### src/design/sha256_block_compress_defines.svh
// Assertion macros shared by the SHA-256 block compression design.
`ifndef SHA256_BLOCK_COMPRESS_DEFINES_SVH
`define SHA256_BLOCK_COMPRESS_DEFINES_SVH

// Condition that must hold at every clock edge out of reset.
`define SHA256_ASSERT_NOW(lbl, cond, msg) \
    lbl: assert property (@(posedge i_clk) disable iff (!i_rst_n) (cond)) else $error(msg);

// Same-cycle implication.
`define SHA256_ASSERT_IMP(lbl, ante, cons, msg) \
    lbl: assert property (@(posedge i_clk) disable iff (!i_rst_n) (ante) |-> (cons)) \
        else $error(msg);

// Next-cycle implication.
`define SHA256_ASSERT_NXT(lbl, ante, cons, msg) \
    lbl: assert property (@(posedge i_clk) disable iff (!i_rst_n) (ante) |=> (cons)) \
        else $error(msg);

`endif

### src/design/sha256_pkg.sv
// Types, constants and round functions for the SHA-256 block compression.
package sha256_pkg;

    // One input item: a message word and its block flags
    typedef struct packed {
        logic [31:0] message_word;
        logic        new_message;
        logic        final_block;
    } t_in_item;

    // One result item: a digest word with its position
    typedef struct packed {
        logic [31:0] digest_word;
        logic [2:0]  digest_index;
        logic        last_word;
    } t_out_item;

    // Sequencer states
    typedef enum logic [2:0] {
        ST_COLLECT,
        ST_LOAD,
        ST_ROUND,
        ST_DRAIN,
        ST_WRITE
    } t_state;

    localparam int unsigned BLOCK_WORDS = 16;
    localparam int unsigned HASH_WORDS  = 8;
    localparam int unsigned ROUNDS      = 64;

    // Round phase counter: last value, covering all rounds and the pipeline tail
    localparam logic [7:0] ROUND_CNT_LAST = 8'(2 * ROUNDS + 1);
    // Load reads two hash words per cycle; the last count only takes in the last read data
    localparam logic [7:0] LOAD_CNT_LAST  = 8'(HASH_WORDS / 2);
    // Write-back reads one word per cycle; the last count only writes the last sum
    localparam logic [7:0] WRITE_CNT_LAST = 8'(HASH_WORDS);
    localparam logic [3:0] BLOCK_SLOT_LAST = 4'(BLOCK_WORDS - 1);
    localparam logic [2:0] DIGEST_IDX_LAST = 3'(HASH_WORDS - 1);

    localparam logic [31:0] ROUND_K [64] = '{
        32'h428a2f98, 32'h71374491, 32'hb5c0fbcf, 32'he9b5dba5,
        32'h3956c25b, 32'h59f111f1, 32'h923f82a4, 32'hab1c5ed5,
        32'hd807aa98, 32'h12835b01, 32'h243185be, 32'h550c7dc3,
        32'h72be5d74, 32'h80deb1fe, 32'h9bdc06a7, 32'hc19bf174,
        32'he49b69c1, 32'hefbe4786, 32'h0fc19dc6, 32'h240ca1cc,
        32'h2de92c6f, 32'h4a7484aa, 32'h5cb0a9dc, 32'h76f988da,
        32'h983e5152, 32'ha831c66d, 32'hb00327c8, 32'hbf597fc7,
        32'hc6e00bf3, 32'hd5a79147, 32'h06ca6351, 32'h14292967,
        32'h27b70a85, 32'h2e1b2138, 32'h4d2c6dfc, 32'h53380d13,
        32'h650a7354, 32'h766a0abb, 32'h81c2c92e, 32'h92722c85,
        32'ha2bfe8a1, 32'ha81a664b, 32'hc24b8b70, 32'hc76c51a3,
        32'hd192e819, 32'hd6990624, 32'hf40e3585, 32'h106aa070,
        32'h19a4c116, 32'h1e376c08, 32'h2748774c, 32'h34b0bcb5,
        32'h391c0cb3, 32'h4ed8aa4a, 32'h5b9cca4f, 32'h682e6ff3,
        32'h748f82ee, 32'h78a5636f, 32'h84c87814, 32'h8cc70208,
        32'h90befffa, 32'ha4506ceb, 32'hbef9a3f7, 32'hc67178f2
    };

    localparam logic [31:0] INIT_HASH [8] = '{
        32'h6a09e667, 32'hbb67ae85, 32'h3c6ef372, 32'ha54ff53a,
        32'h510e527f, 32'h9b05688c, 32'h1f83d9ab, 32'h5be0cd19
    };

    // Sequencer to datapath controls
    typedef struct packed {
        logic       ld_en;      // load a pair of working variables
        logic [1:0] ld_pair;
        logic [7:0] h_valid;    // hash words written since the last reload
        logic       b_en;       // schedule phase B: first partial sum
        logic       b_expand;
        logic       c_en;       // schedule phase C: word done, pre-add h + K
        logic       c_expand;
        logic [5:0] c_round;
        logic       d_en;       // round update
        logic       wb_en;      // hash write-back
        logic [2:0] wb_idx;
    } t_ctrl;

    // Schedule memory port
    typedef struct packed {
        logic        we;
        logic [3:0]  waddr;
        logic [31:0] wdata;
        logic [3:0]  raddr0;
        logic [3:0]  raddr1;
    } t_sched_port;

    // Hash memory port (write data comes from the datapath)
    typedef struct packed {
        logic       we;
        logic [2:0] waddr;
        logic [2:0] raddr0;
        logic [2:0] raddr1;
    } t_hash_port;

    function automatic logic [31:0] small_s0(input logic [31:0] v);
        return {v[6:0], v[31:7]} ^ {v[17:0], v[31:18]} ^ (v >> 3);
    endfunction

    function automatic logic [31:0] small_s1(input logic [31:0] v);
        return {v[16:0], v[31:17]} ^ {v[18:0], v[31:19]} ^ (v >> 10);
    endfunction

    function automatic logic [31:0] large_s0(input logic [31:0] v);
        return {v[1:0], v[31:2]} ^ {v[12:0], v[31:13]} ^ {v[21:0], v[31:22]};
    endfunction

    function automatic logic [31:0] large_s1(input logic [31:0] v);
        return {v[5:0], v[31:6]} ^ {v[10:0], v[31:11]} ^ {v[24:0], v[31:25]};
    endfunction

    function automatic logic [31:0] choose(input logic [31:0] e, input logic [31:0] f,
                                           input logic [31:0] g);
        return (e & f) ^ (~e & g);
    endfunction

    function automatic logic [31:0] majority(input logic [31:0] a, input logic [31:0] b,
                                             input logic [31:0] c);
        return (a & b) ^ (a & c) ^ (b & c);
    endfunction

endpackage

### src/design/sha256_ram.sv
// Generic RAM: one write port, two registered read ports.
module sha256_ram #(
    parameter int unsigned Width = 32,
    parameter int unsigned Depth = 16,
    localparam int unsigned AddrW = (Depth > 1) ? $clog2(Depth) : 1
) (
    input  logic             i_clk,
    input  logic             i_we,
    input  logic [AddrW-1:0] i_waddr,
    input  logic [Width-1:0] i_wdata,
    input  logic [AddrW-1:0] i_raddr0,
    input  logic [AddrW-1:0] i_raddr1,
    output logic [Width-1:0] o_rdata0,
    output logic [Width-1:0] o_rdata1
);

    logic [Width-1:0] r_mem [Depth];
    logic [Width-1:0] r_rdata0;
    logic [Width-1:0] r_rdata1;

    // Write and registered reads
    always_ff @(posedge i_clk) begin
        if (i_we) begin
            r_mem[i_waddr] <= i_wdata;
        end
        r_rdata0 <= r_mem[i_raddr0];
        r_rdata1 <= r_mem[i_raddr1];
    end

    assign o_rdata0 = r_rdata0;
    assign o_rdata1 = r_rdata1;

endmodule

### src/design/sha256_core.sv
// SHA-256 datapath: working variables, schedule expansion, round and hash sums.
module sha256_core (
    input  logic                i_clk,
    input  sha256_pkg::t_ctrl   i_ctrl,
    input  logic [31:0]         i_sched_rd0,
    input  logic [31:0]         i_sched_rd1,
    input  logic [31:0]         i_hash_rd0,
    input  logic [31:0]         i_hash_rd1,
    output logic [31:0]         o_sched_w,
    output logic [31:0]         o_hash_sum
);

    logic [31:0] r_v [8];
    logic [31:0] r_wpart;
    logic [31:0] r_hkw;

    logic [2:0]  w_lo_idx;
    logic [2:0]  w_hi_idx;
    logic [31:0] w_lo_word;
    logic [31:0] w_hi_word;
    logic [31:0] w_old_hash;
    logic [31:0] w_t1;
    logic [31:0] w_t2;

    // Hash words not written since reload read as the initial values
    always_comb begin
        w_lo_idx  = {i_ctrl.ld_pair, 1'b0};
        w_hi_idx  = {i_ctrl.ld_pair, 1'b1};
        w_lo_word = i_ctrl.h_valid[w_lo_idx] ? i_hash_rd0 : sha256_pkg::INIT_HASH[w_lo_idx];
        w_hi_word = i_ctrl.h_valid[w_hi_idx] ? i_hash_rd1 : sha256_pkg::INIT_HASH[w_hi_idx];
        w_old_hash = i_ctrl.h_valid[i_ctrl.wb_idx] ? i_hash_rd0
                                                   : sha256_pkg::INIT_HASH[i_ctrl.wb_idx];
    end

    // Schedule word: plain word for rounds 0..15, expanded after that
    assign o_sched_w = i_ctrl.c_expand
                     ? r_wpart + sha256_pkg::small_s0(i_sched_rd0) + i_sched_rd1
                     : r_wpart;

    // Hash update sum
    assign o_hash_sum = w_old_hash + r_v[i_ctrl.wb_idx];

    // Round terms
    assign w_t1 = r_hkw + sha256_pkg::large_s1(r_v[4]) + sha256_pkg::choose(r_v[4], r_v[5], r_v[6]);
    assign w_t2 = sha256_pkg::large_s0(r_v[0]) + sha256_pkg::majority(r_v[0], r_v[1], r_v[2]);

    // Working variables
    always_ff @(posedge i_clk) begin
        if (i_ctrl.ld_en) begin
            r_v[w_lo_idx] <= w_lo_word;
            r_v[w_hi_idx] <= w_hi_word;
        end else if (i_ctrl.d_en) begin
            r_v[7] <= r_v[6];
            r_v[6] <= r_v[5];
            r_v[5] <= r_v[4];
            r_v[4] <= r_v[3] + w_t1;
            r_v[3] <= r_v[2];
            r_v[2] <= r_v[1];
            r_v[1] <= r_v[0];
            r_v[0] <= w_t1 + w_t2;
        end
    end

    // Schedule partial sum and h + K + W pre-add
    always_ff @(posedge i_clk) begin
        if (i_ctrl.b_en) begin
            r_wpart <= i_ctrl.b_expand ? sha256_pkg::small_s1(i_sched_rd0) + i_sched_rd1
                                       : i_sched_rd0;
        end
        if (i_ctrl.c_en) begin
            r_hkw <= r_v[7] + sha256_pkg::ROUND_K[i_ctrl.c_round] + o_sched_w;
        end
    end

endmodule

### src/design/sha256_emit.sv
// Digest buffer and output register for the eight digest items.
module sha256_emit (
    input  logic                  i_clk,
    input  logic                  i_rst_n,
    input  logic                  i_dig_we,
    input  logic [2:0]            i_dig_idx,
    input  logic [31:0]           i_dig_data,
    input  logic                  i_ready,
    output logic                  o_valid,
    output sha256_pkg::t_out_item o_item,
    output logic                  o_busy
);

    logic [31:0]           r_dig [8];
    logic                  r_busy;
    logic [2:0]            r_idx;
    logic                  r_out_valid;
    sha256_pkg::t_out_item r_out;
    logic                  w_load;

    assign w_load = r_busy && (!r_out_valid || i_ready);

    // Digest buffer, filled during write-back
    always_ff @(posedge i_clk) begin
        if (i_dig_we) begin
            r_dig[i_dig_idx] <= i_dig_data;
        end
    end

    // Output payload
    always_ff @(posedge i_clk) begin
        if (w_load) begin
            r_out.digest_word  <= r_dig[r_idx];
            r_out.digest_index <= r_idx;
            r_out.last_word    <= (r_idx == sha256_pkg::DIGEST_IDX_LAST);
        end
    end

    // Emit control
    always_ff @(posedge i_clk) begin
        if (!i_rst_n) begin
            r_busy      <= 1'b0;
            r_idx       <= '0;
            r_out_valid <= 1'b0;
        end else begin
            if (w_load) begin
                r_out_valid <= 1'b1;
                r_idx       <= r_idx + 3'd1;
                if (r_idx == sha256_pkg::DIGEST_IDX_LAST) begin
                    r_busy <= 1'b0;
                end
            end else if (i_ready) begin
                r_out_valid <= 1'b0;
            end
            // buffer complete: start readout
            if (i_dig_we && i_dig_idx == sha256_pkg::DIGEST_IDX_LAST) begin
                r_busy <= 1'b1;
                r_idx  <= '0;
            end
        end
    end

    assign o_valid = r_out_valid;
    assign o_item  = r_out;
    assign o_busy  = r_busy;

endmodule

### src/design/sha256_ctrl.sv
// Sequencer: block collection, hash load, round phases and write-back.
module sha256_ctrl (
    input  logic                    i_clk,
    input  logic                    i_rst_n,
    input  logic                    i_valid,
    input  sha256_pkg::t_in_item    i_item,
    output logic                    o_ready,
    input  logic                    i_emit_busy,
    input  logic [31:0]             i_sched_w,
    output sha256_pkg::t_ctrl       o_ctrl,
    output sha256_pkg::t_sched_port o_sched,
    output sha256_pkg::t_hash_port  o_hash,
    output logic                    o_dig_we
);

    sha256_pkg::t_state r_state, n_state;
    logic [7:0] r_cnt, n_cnt;
    logic [3:0] r_word_cnt, n_word_cnt;
    logic       r_pend, n_pend;
    logic       r_emit, n_emit;
    logic [7:0] r_hvalid, n_hvalid;

    logic       w_acc;
    logic [3:0] w_slot;
    logic       w_pend_acc;
    logic [5:0] w_round_ab;
    logic [5:0] w_round_cd;
    logic       w_exp_ab;
    logic       w_exp_cd;
    logic       w_ph_a;
    logic       w_ph_b;
    logic       w_ph_c;
    logic       w_ph_d;
    logic [2:0] w_cnt_m1;

    // Decode of the counter
    always_comb begin
        w_acc      = i_valid && o_ready;
        w_slot     = i_item.new_message ? 4'd0 : r_word_cnt;
        w_pend_acc = (r_pend && !i_item.new_message) || i_item.final_block;
        w_round_ab = r_cnt[6:1];
        w_round_cd = 6'(r_cnt[7:1] - 7'd1);
        w_exp_ab   = (w_round_ab[5:4] != 2'd0);
        w_exp_cd   = (w_round_cd[5:4] != 2'd0);
        w_ph_a     = (r_state == sha256_pkg::ST_ROUND) && !r_cnt[0] && !r_cnt[7];
        w_ph_b     = (r_state == sha256_pkg::ST_ROUND) && r_cnt[0] && !r_cnt[7];
        w_ph_c     = (r_state == sha256_pkg::ST_ROUND) && !r_cnt[0] && (r_cnt != 8'd0);
        w_ph_d     = (r_state == sha256_pkg::ST_ROUND) && r_cnt[0] && (r_cnt != 8'd1);
        w_cnt_m1   = 3'(r_cnt[2:0] - 3'd1);
    end

    // Next state
    always_comb begin
        n_state = r_state;
        unique case (r_state)
            sha256_pkg::ST_COLLECT: begin
                if (w_acc && w_slot == sha256_pkg::BLOCK_SLOT_LAST) begin
                    n_state = sha256_pkg::ST_LOAD;
                end
            end
            sha256_pkg::ST_LOAD: begin
                if (r_cnt == sha256_pkg::LOAD_CNT_LAST) begin
                    n_state = sha256_pkg::ST_ROUND;
                end
            end
            sha256_pkg::ST_ROUND: begin
                if (r_cnt == sha256_pkg::ROUND_CNT_LAST) begin
                    n_state = (r_emit && i_emit_busy) ? sha256_pkg::ST_DRAIN
                                                      : sha256_pkg::ST_WRITE;
                end
            end
            sha256_pkg::ST_DRAIN: begin
                if (!i_emit_busy) begin
                    n_state = sha256_pkg::ST_WRITE;
                end
            end
            sha256_pkg::ST_WRITE: begin
                if (r_cnt == sha256_pkg::WRITE_CNT_LAST) begin
                    n_state = sha256_pkg::ST_COLLECT;
                end
            end
            default: n_state = sha256_pkg::ST_COLLECT;
        endcase
    end

    // Outputs
    always_comb begin
        o_ready  = (r_state == sha256_pkg::ST_COLLECT);
        o_ctrl   = '0;
        o_sched  = '0;
        o_hash   = '0;
        o_dig_we = 1'b0;

        o_ctrl.h_valid  = r_hvalid;
        o_ctrl.ld_pair  = w_cnt_m1[1:0];
        o_ctrl.c_round  = w_round_cd;
        o_ctrl.wb_idx   = w_cnt_m1;
        o_ctrl.b_en     = w_ph_b;
        o_ctrl.b_expand = w_exp_ab;
        o_ctrl.c_en     = w_ph_c;
        o_ctrl.c_expand = w_exp_cd;
        o_ctrl.d_en     = w_ph_d;

        unique case (r_state)
            sha256_pkg::ST_COLLECT: begin
                o_sched.we    = w_acc;
                o_sched.waddr = w_slot;
                o_sched.wdata = i_item.message_word;
            end
            sha256_pkg::ST_LOAD: begin
                o_ctrl.ld_en  = (r_cnt != 8'd0);
                o_hash.raddr0 = {r_cnt[1:0], 1'b0};
                o_hash.raddr1 = {r_cnt[1:0], 1'b1};
            end
            sha256_pkg::ST_ROUND: begin
                // phase C writes the expanded word back into its slot
                o_sched.we    = w_ph_c && w_exp_cd;
                o_sched.waddr = w_round_cd[3:0];
                o_sched.wdata = i_sched_w;
                if (w_ph_a) begin
                    o_sched.raddr0 = w_exp_ab ? 4'(w_round_ab[3:0] - 4'd2) : w_round_ab[3:0];
                    o_sched.raddr1 = 4'(w_round_ab[3:0] - 4'd7);
                end else begin
                    // phase B: words r-15 and r-16
                    o_sched.raddr0 = 4'(w_round_ab[3:0] + 4'd1);
                    o_sched.raddr1 = w_round_ab[3:0];
                end
            end
            sha256_pkg::ST_DRAIN: begin
                o_hash.raddr0 = '0;
            end
            sha256_pkg::ST_WRITE: begin
                o_ctrl.wb_en  = (r_cnt != 8'd0);
                o_hash.raddr0 = r_cnt[2:0];
                o_hash.we     = (r_cnt != 8'd0);
                o_hash.waddr  = w_cnt_m1;
                o_dig_we      = (r_cnt != 8'd0) && r_emit;
            end
            default: begin
                o_ready = 1'b0;
            end
        endcase
    end

    // Counters and block flags
    always_comb begin
        n_word_cnt = r_word_cnt;
        n_pend     = r_pend;
        n_emit     = r_emit;
        n_hvalid   = r_hvalid;

        if (n_state != r_state) begin
            n_cnt = '0;
        end else if (r_state == sha256_pkg::ST_LOAD || r_state == sha256_pkg::ST_ROUND ||
                     r_state == sha256_pkg::ST_WRITE) begin
            n_cnt = r_cnt + 8'd1;
        end else begin
            n_cnt = r_cnt;
        end

        if (w_acc) begin
            if (i_item.new_message) begin
                n_hvalid = '0;
            end
            if (w_slot == sha256_pkg::BLOCK_SLOT_LAST) begin
                n_word_cnt = '0;
                n_emit     = w_pend_acc;
                n_pend     = 1'b0;
            end else begin
                n_word_cnt = w_slot + 4'd1;
                n_pend     = w_pend_acc;
            end
        end

        if (o_ctrl.wb_en) begin
            n_hvalid[w_cnt_m1] = 1'b1;
        end
    end

    always_ff @(posedge i_clk) begin
        if (!i_rst_n) begin
            r_state    <= sha256_pkg::ST_COLLECT;
            r_cnt      <= '0;
            r_word_cnt <= '0;
            r_pend     <= 1'b0;
            r_emit     <= 1'b0;
            r_hvalid   <= '0;
        end else begin
            r_state    <= n_state;
            r_cnt      <= n_cnt;
            r_word_cnt <= n_word_cnt;
            r_pend     <= n_pend;
            r_emit     <= n_emit;
            r_hvalid   <= n_hvalid;
        end
    end

endmodule

### src/design/sha256_block_compress.sv
// Top level of the SHA-256 block compression with digest readout.
// Items are taken one per cycle while a block is collected; the sixteenth starts the busy
// phases: hash load, the 64 rounds (two schedule read ports), write-back, plus a wait while
// an earlier digest is still being read out.
// A final block gives its digest items after its write-back, one per cycle while i_ready is high.
// Reset clears control and hash valid bits (hash reads as initial values); the
// schedule memory is not cleared.
`include "sha256_block_compress_defines.svh"

module sha256_block_compress (
    input  logic                  i_clk,
    input  logic                  i_rst_n,
    input  logic                  i_valid,
    input  sha256_pkg::t_in_item  i_item,
    output logic                  o_ready,
    output logic                  o_valid,
    output sha256_pkg::t_out_item o_item,
    input  logic                  i_ready
);

    sha256_pkg::t_ctrl       w_ctrl;
    sha256_pkg::t_sched_port w_sched;
    sha256_pkg::t_hash_port  w_hash;
    logic [31:0] w_sched_rd0;
    logic [31:0] w_sched_rd1;
    logic [31:0] w_hash_rd0;
    logic [31:0] w_hash_rd1;
    logic [31:0] w_sched_w;
    logic [31:0] w_hash_sum;
    logic        w_dig_we;
    logic        w_emit_busy;

    // Sequencer
    sha256_ctrl u_ctrl (
        .i_clk       (i_clk),
        .i_rst_n     (i_rst_n),
        .i_valid     (i_valid),
        .i_item      (i_item),
        .o_ready     (o_ready),
        .i_emit_busy (w_emit_busy),
        .i_sched_w   (w_sched_w),
        .o_ctrl      (w_ctrl),
        .o_sched     (w_sched),
        .o_hash      (w_hash),
        .o_dig_we    (w_dig_we)
    );

    // Message schedule window
    sha256_ram #(
        .Width (32),
        .Depth (16)
    ) u_sched_ram (
        .i_clk    (i_clk),
        .i_we     (w_sched.we),
        .i_waddr  (w_sched.waddr),
        .i_wdata  (w_sched.wdata),
        .i_raddr0 (w_sched.raddr0),
        .i_raddr1 (w_sched.raddr1),
        .o_rdata0 (w_sched_rd0),
        .o_rdata1 (w_sched_rd1)
    );

    // Hash state
    sha256_ram #(
        .Width (32),
        .Depth (8)
    ) u_hash_ram (
        .i_clk    (i_clk),
        .i_we     (w_hash.we),
        .i_waddr  (w_hash.waddr),
        .i_wdata  (w_hash_sum),
        .i_raddr0 (w_hash.raddr0),
        .i_raddr1 (w_hash.raddr1),
        .o_rdata0 (w_hash_rd0),
        .o_rdata1 (w_hash_rd1)
    );

    // Round datapath
    sha256_core u_core (
        .i_clk       (i_clk),
        .i_ctrl      (w_ctrl),
        .i_sched_rd0 (w_sched_rd0),
        .i_sched_rd1 (w_sched_rd1),
        .i_hash_rd0  (w_hash_rd0),
        .i_hash_rd1  (w_hash_rd1),
        .o_sched_w   (w_sched_w),
        .o_hash_sum  (w_hash_sum)
    );

    // Digest readout
    sha256_emit u_emit (
        .i_clk      (i_clk),
        .i_rst_n    (i_rst_n),
        .i_dig_we   (w_dig_we),
        .i_dig_idx  (w_ctrl.wb_idx),
        .i_dig_data (w_hash_sum),
        .i_ready    (i_ready),
        .o_valid    (o_valid),
        .o_item     (o_item),
        .o_busy     (w_emit_busy)
    );

    // No item is taken while rounds are in flight
    `SHA256_ASSERT_IMP(a_no_take_in_rounds, o_ready, !(w_ctrl.c_en || w_ctrl.d_en), "item taken during rounds")
    // The digest buffer is never refilled while a readout is still running
    `SHA256_ASSERT_IMP(a_no_dig_overrun, w_dig_we, !w_emit_busy, "digest buffer overwritten")
    // After the last digest item, a new readout starts at word zero
    `SHA256_ASSERT_NXT(a_restart_index, o_valid && i_ready && o_item.last_word, !o_valid || o_item.digest_index == 3'd0, "digest readout out of order")

endmodule

### config.mk
export PLATFORM = sky130hd
export DESIGN_NAME = sha256_block_compress
export DESIGN_NICKNAME = d
export VERILOG_FILES = /design/src/design/sha256_pkg.sv /design/src/design/sha256_ram.sv /design/src/design/sha256_core.sv /design/src/design/sha256_emit.sv /design/src/design/sha256_ctrl.sv /design/src/design/sha256_block_compress.sv
export VERILOG_INCLUDE_DIRS = /design/src /design/src/design
export SDC_FILE = /design/constraint.sdc
export NUM_CORES = 2
export LEC_CHECK = 0
export BUFFER_PORTS_ARGS = -buffer_cell sky130_fd_sc_hd__buf_2
export CAP_MARGIN = 10
export CORE_MARGIN = 1.5
export CORE_UTILIZATION = 46
export DETAILED_ROUTE_END_ITERATION = 16
export GPL_TIMING_DRIVEN = 1
export SETUP_SLACK_MARGIN = 0.15
export SYNTH_ARGS = -nofsm -noshare
export SYNTH_HDL_FRONTEND = slang
export SYNTH_SLANG_ARGS = --single-unit
### constraint.sdc
create_clock -name i_clk -period 14.48 [get_ports i_clk]
set_input_delay 2.896 -clock i_clk [delete_from_list [all_inputs] [get_ports i_clk]]
set_output_delay 2.896 -clock i_clk [all_outputs]
set_load 0.03 [all_outputs]
==> impl_results.md <==
- Crit Path Category: reg -> reg
- CTS max path bufs: 3
- IO buf count: 75
- GRT Util Overall: 32.0%
- # IOs: 76
- Hold Path Class: reg -> reg
- Hold WS: 497 ps
- Root buf cell: clkbuf_16
- Drt pass-1 iters: 6
- Final ANT Viol Nets: 0
- Crit path from: u_ctrl.r_cnt[0]$_SDFFE_PP0P_
- Clk_lat worst skew: 860 ps
- Peak Freq: 0.121 GHz
- Mapped Area: 85300 um^2
- Maximum vdd drop: approximately 0.12 mV
- Postcts setup bufs: 0
- WL final: 305000 um
- #FFs+latches synth: 1538
- Hpwl dp: 200000 um
- Cell with the most instances after synthesis: edfxtp_1
- Post-CTS Hold Buffers: 0
- Slew @ Worst Pin: approximately 1500 ps
- Post-cts sizing count: 0
- Global-route wire length before repair: between 400000 and 500000 um
- H-tree depth: 4
- Static Leak: 34.8 nW
- Drt wl/cell: about 30 um
- Total CTS buffers: 167
- Post-Syn Area per Cell: approximately 11 um^2
- Most used DFF post-synth: edfxtp_1
- FF-to-FF Start: u_ctrl.r_cnt[0]$_SDFFE_PP0P_
- Worst setup SP type: flip-flop
- Via/cell ratio: 6.46
- NumNets Final: 7811
- Critical Path Fanout Max: 57
- Asr flop ratio synth: 0%
- Met2 wire length: 131000 um
- Layout cells sized above 1: 12.1%
- Vias in the first global route: 61204
- Routability Congestion: 1.02
- Clock sinks: 1538
- PD cells: 115 nW/um^2
- Met1 wire length: 130000 um
- Die Ht: 434 um
- Min-delay src: u_hash_ram.r_mem[0][6]$_DFFE_PP_
- Core Region: 184000 um^2
- Setup-failing EPs final: 0
- Clock slew at reported path FFs: around 60 ps
- DRC errors left: 0
- Yosys warnings: 0
- Unique cell type count in the Yosys netlist: 82
- Fin. max-slew vios: 0
- Die Width: roughly 430 um
- GRT overflow: 0
- Top cells by count, synth: edfxtp_1 (1380), nand2_1 (873), clkbuf_1 (492)
- CTS tree: built
- Crit end category: flip-flop
- Fin crit period: 8270 ps
- Synth top area cells: edfxtp_1 (49%), mux4_2 (4.3%), nand2_1 (3.8%)
- Critical Path AT: roughly 8800 ps
- Count of flip-flops with a built-in enable after synthesis: 1380
- Starting density of the core: 46.5%
- Syn Nets: 7934
- Maxcap violations: 1
- Share of the synthesized area in the top cell type: between 40% and 50%
- RSZ-0062 raised after global routing: false
- Vias: about 65000
- Status: finished with violations
- Die Area: 188000 um^2
- Detailed Route Iter0 Violations: 9064
- Worst slew margin: between 2 and 2.5%
- Required @ worst endpoint: roughly 15000 ps
- Syn-to-layout area delta: 10.6%
- Period utilization: 57.1%
- Fin. Hold Viols: 0
- Mapped Cells: 7519
- Row cnt: 157
- Initial antenna violation count: 16
- Largest net degree at the start of global routing: 191
- Sum Neg Setup Slack: 0 ps
- Failing checks: max-capacitance violations
- Top Metal Used: met5
- Part of the Yosys area used for sequential elements: 52.3%
- Largest area contributor in the netlist: edfxtp_1
- Routed wl met3: 33600 um
- Clk_skew: 72.5 ps
-- state kept, by name, indices dropped and copies added, names as in the netlist --
signal,count
u_ctrl.r_hvalid,8
u_core.r_hkw,32
u_ctrl.r_word_cnt,4
u_sched_ram.r_mem,512
u_hash_ram.o_rdata1,32
u_ctrl.r_pend,1
u_hash_ram.r_mem,256
u_ctrl.r_cnt,8
u_core.r_v,256
u_hash_ram.o_rdata0,32
u_sched_ram.o_rdata1,32
u_core.r_wpart,32
u_sched_ram.o_rdata0,32
u_emit.r_idx,3
u_emit.o_valid,1
u_ctrl.r_state,3
u_emit.o_item,36
u_emit.o_busy,1
u_emit.r_dig,256
u_ctrl.r_emit,1
-- critical path, cell delays in order (launching register included) --
cell and delay, ps:
dfxtp_4 450, inv_1 440, ha_1 540, inv_1 200, ha_1 320, buf_4 290, clkinv_1 300, nor2_1 410
a221oi_1 200, o21ai_4 180, buf_4 480, a21o_1 210, ha_1 200, inv_1 80, fa_1 480, nor2b_1 180
o2111ai_1 160, a21oi_1 280, o21ai_0 190, a31oi_1 250, o211ai_1 230, o31ai_1 770, o41ai_1 160, xnor2_1 870
-- placed cells by master, fill, tap and decap left out, types with 40 or more instances in the layout --
cell type and instances:
a211oi_1 360, a21o_1 164, a21oi_1 447, a311oi_1 143
a31oi_1 167, and3_1 278, buf_2 78, buf_4 181
clkbuf_16 170, dfxtp_1 153, edfxtp_1 1380, fa_1 131
ha_1 245, inv_1 373, mux2_2 104, mux2i_1 49
mux4_2 164, nand2_1 865, nand3_1 64, nor2_1 294
nor2_4 40, nor3_1 50, o21a_1 136, o21ai_0 232
o22ai_1 134, xnor2_1 304, xor2_1 151
-- stage by stage --
step / util (%) / cell area, um^2 / total power, mW / setup slack [ps] / std cells
2_1_floorplan: - / 85300 / 6.15 / 7690 / 7519
3_3_place_gp: 48.3 / 88700 / 6.62 / 6610 / 9675
3_5_place_dp: 48.3 / 88700 / 6.62 / 6340 / 9676
4_1_cts: 51.3 / 94200 / 10.9 / 6280 / 9988
5_1_grt: 51.4 / 94300 / 11.2 / 5460 / 10003
6_report: 51.4 / 94400 / 10.8 / 6210 / 10008
-- where the power goes --
group / leakage [nW] / total (mW) / switching, mW / internal [mW]
registers: 13.9 / 4.91 / 0.0275 / 4.88
clock network: 2.68 / 4.27 / 1.89 / 2.38
logic: 18.2 / 1.65 / 1.00 / 0.644
total: 34.8 / 10.8 / 2.93 / 7.90
-- routing by layer --
layer | vias up | track usage (%)
li1 | 27864 | -
met1 | 32595 | 47.1
met2 | 3702 | 45.9
met3 | 478 | 7.81
met4 | 8 | 10.6
met5 | - | 0
-- worst paths after layout --
kind	endpoint	slack, ps	depth (start not counted)
setup / recovery	u_emit.r_dig[3][28]$_DFFE_PP_	6210	23
hold / removal	u_hash_ram.o_rdata1[6]$_DFF_P_	500	1
setup reg to reg	u_emit.r_dig[3][28]$_DFFE_PP_	6210	23
hold reg to reg	u_hash_ram.o_rdata1[6]$_DFF_P_	500	1
-- final cells by class --
class	instances	area, um^2
Antenna cell	5	12.5
Timing Repair Buffer	271	1940
Fill cell	16038	89300
Inverter	377	1420
Clock inverter	91	902
Clock buffer	221	4610
Sequential cell	1538	44600
Multi-Input combinational cell	5041	37800
Tap cell	2464	3080
-- cells by family after synthesis --
logic type	Yosys count	share of synthesized area (%)
AO/OA/AOI/OAI	2041	15.9
multiplexers	317	6.28
buffers and inverters	940	4.16
flip-flops	1538	52.3
XOR/XNOR	471	4.85
AND/OR/NAND/NOR	1812	9.61
adder cells (fa/ha/maj)	400	6.95
(Power assumes the default switching activity.)
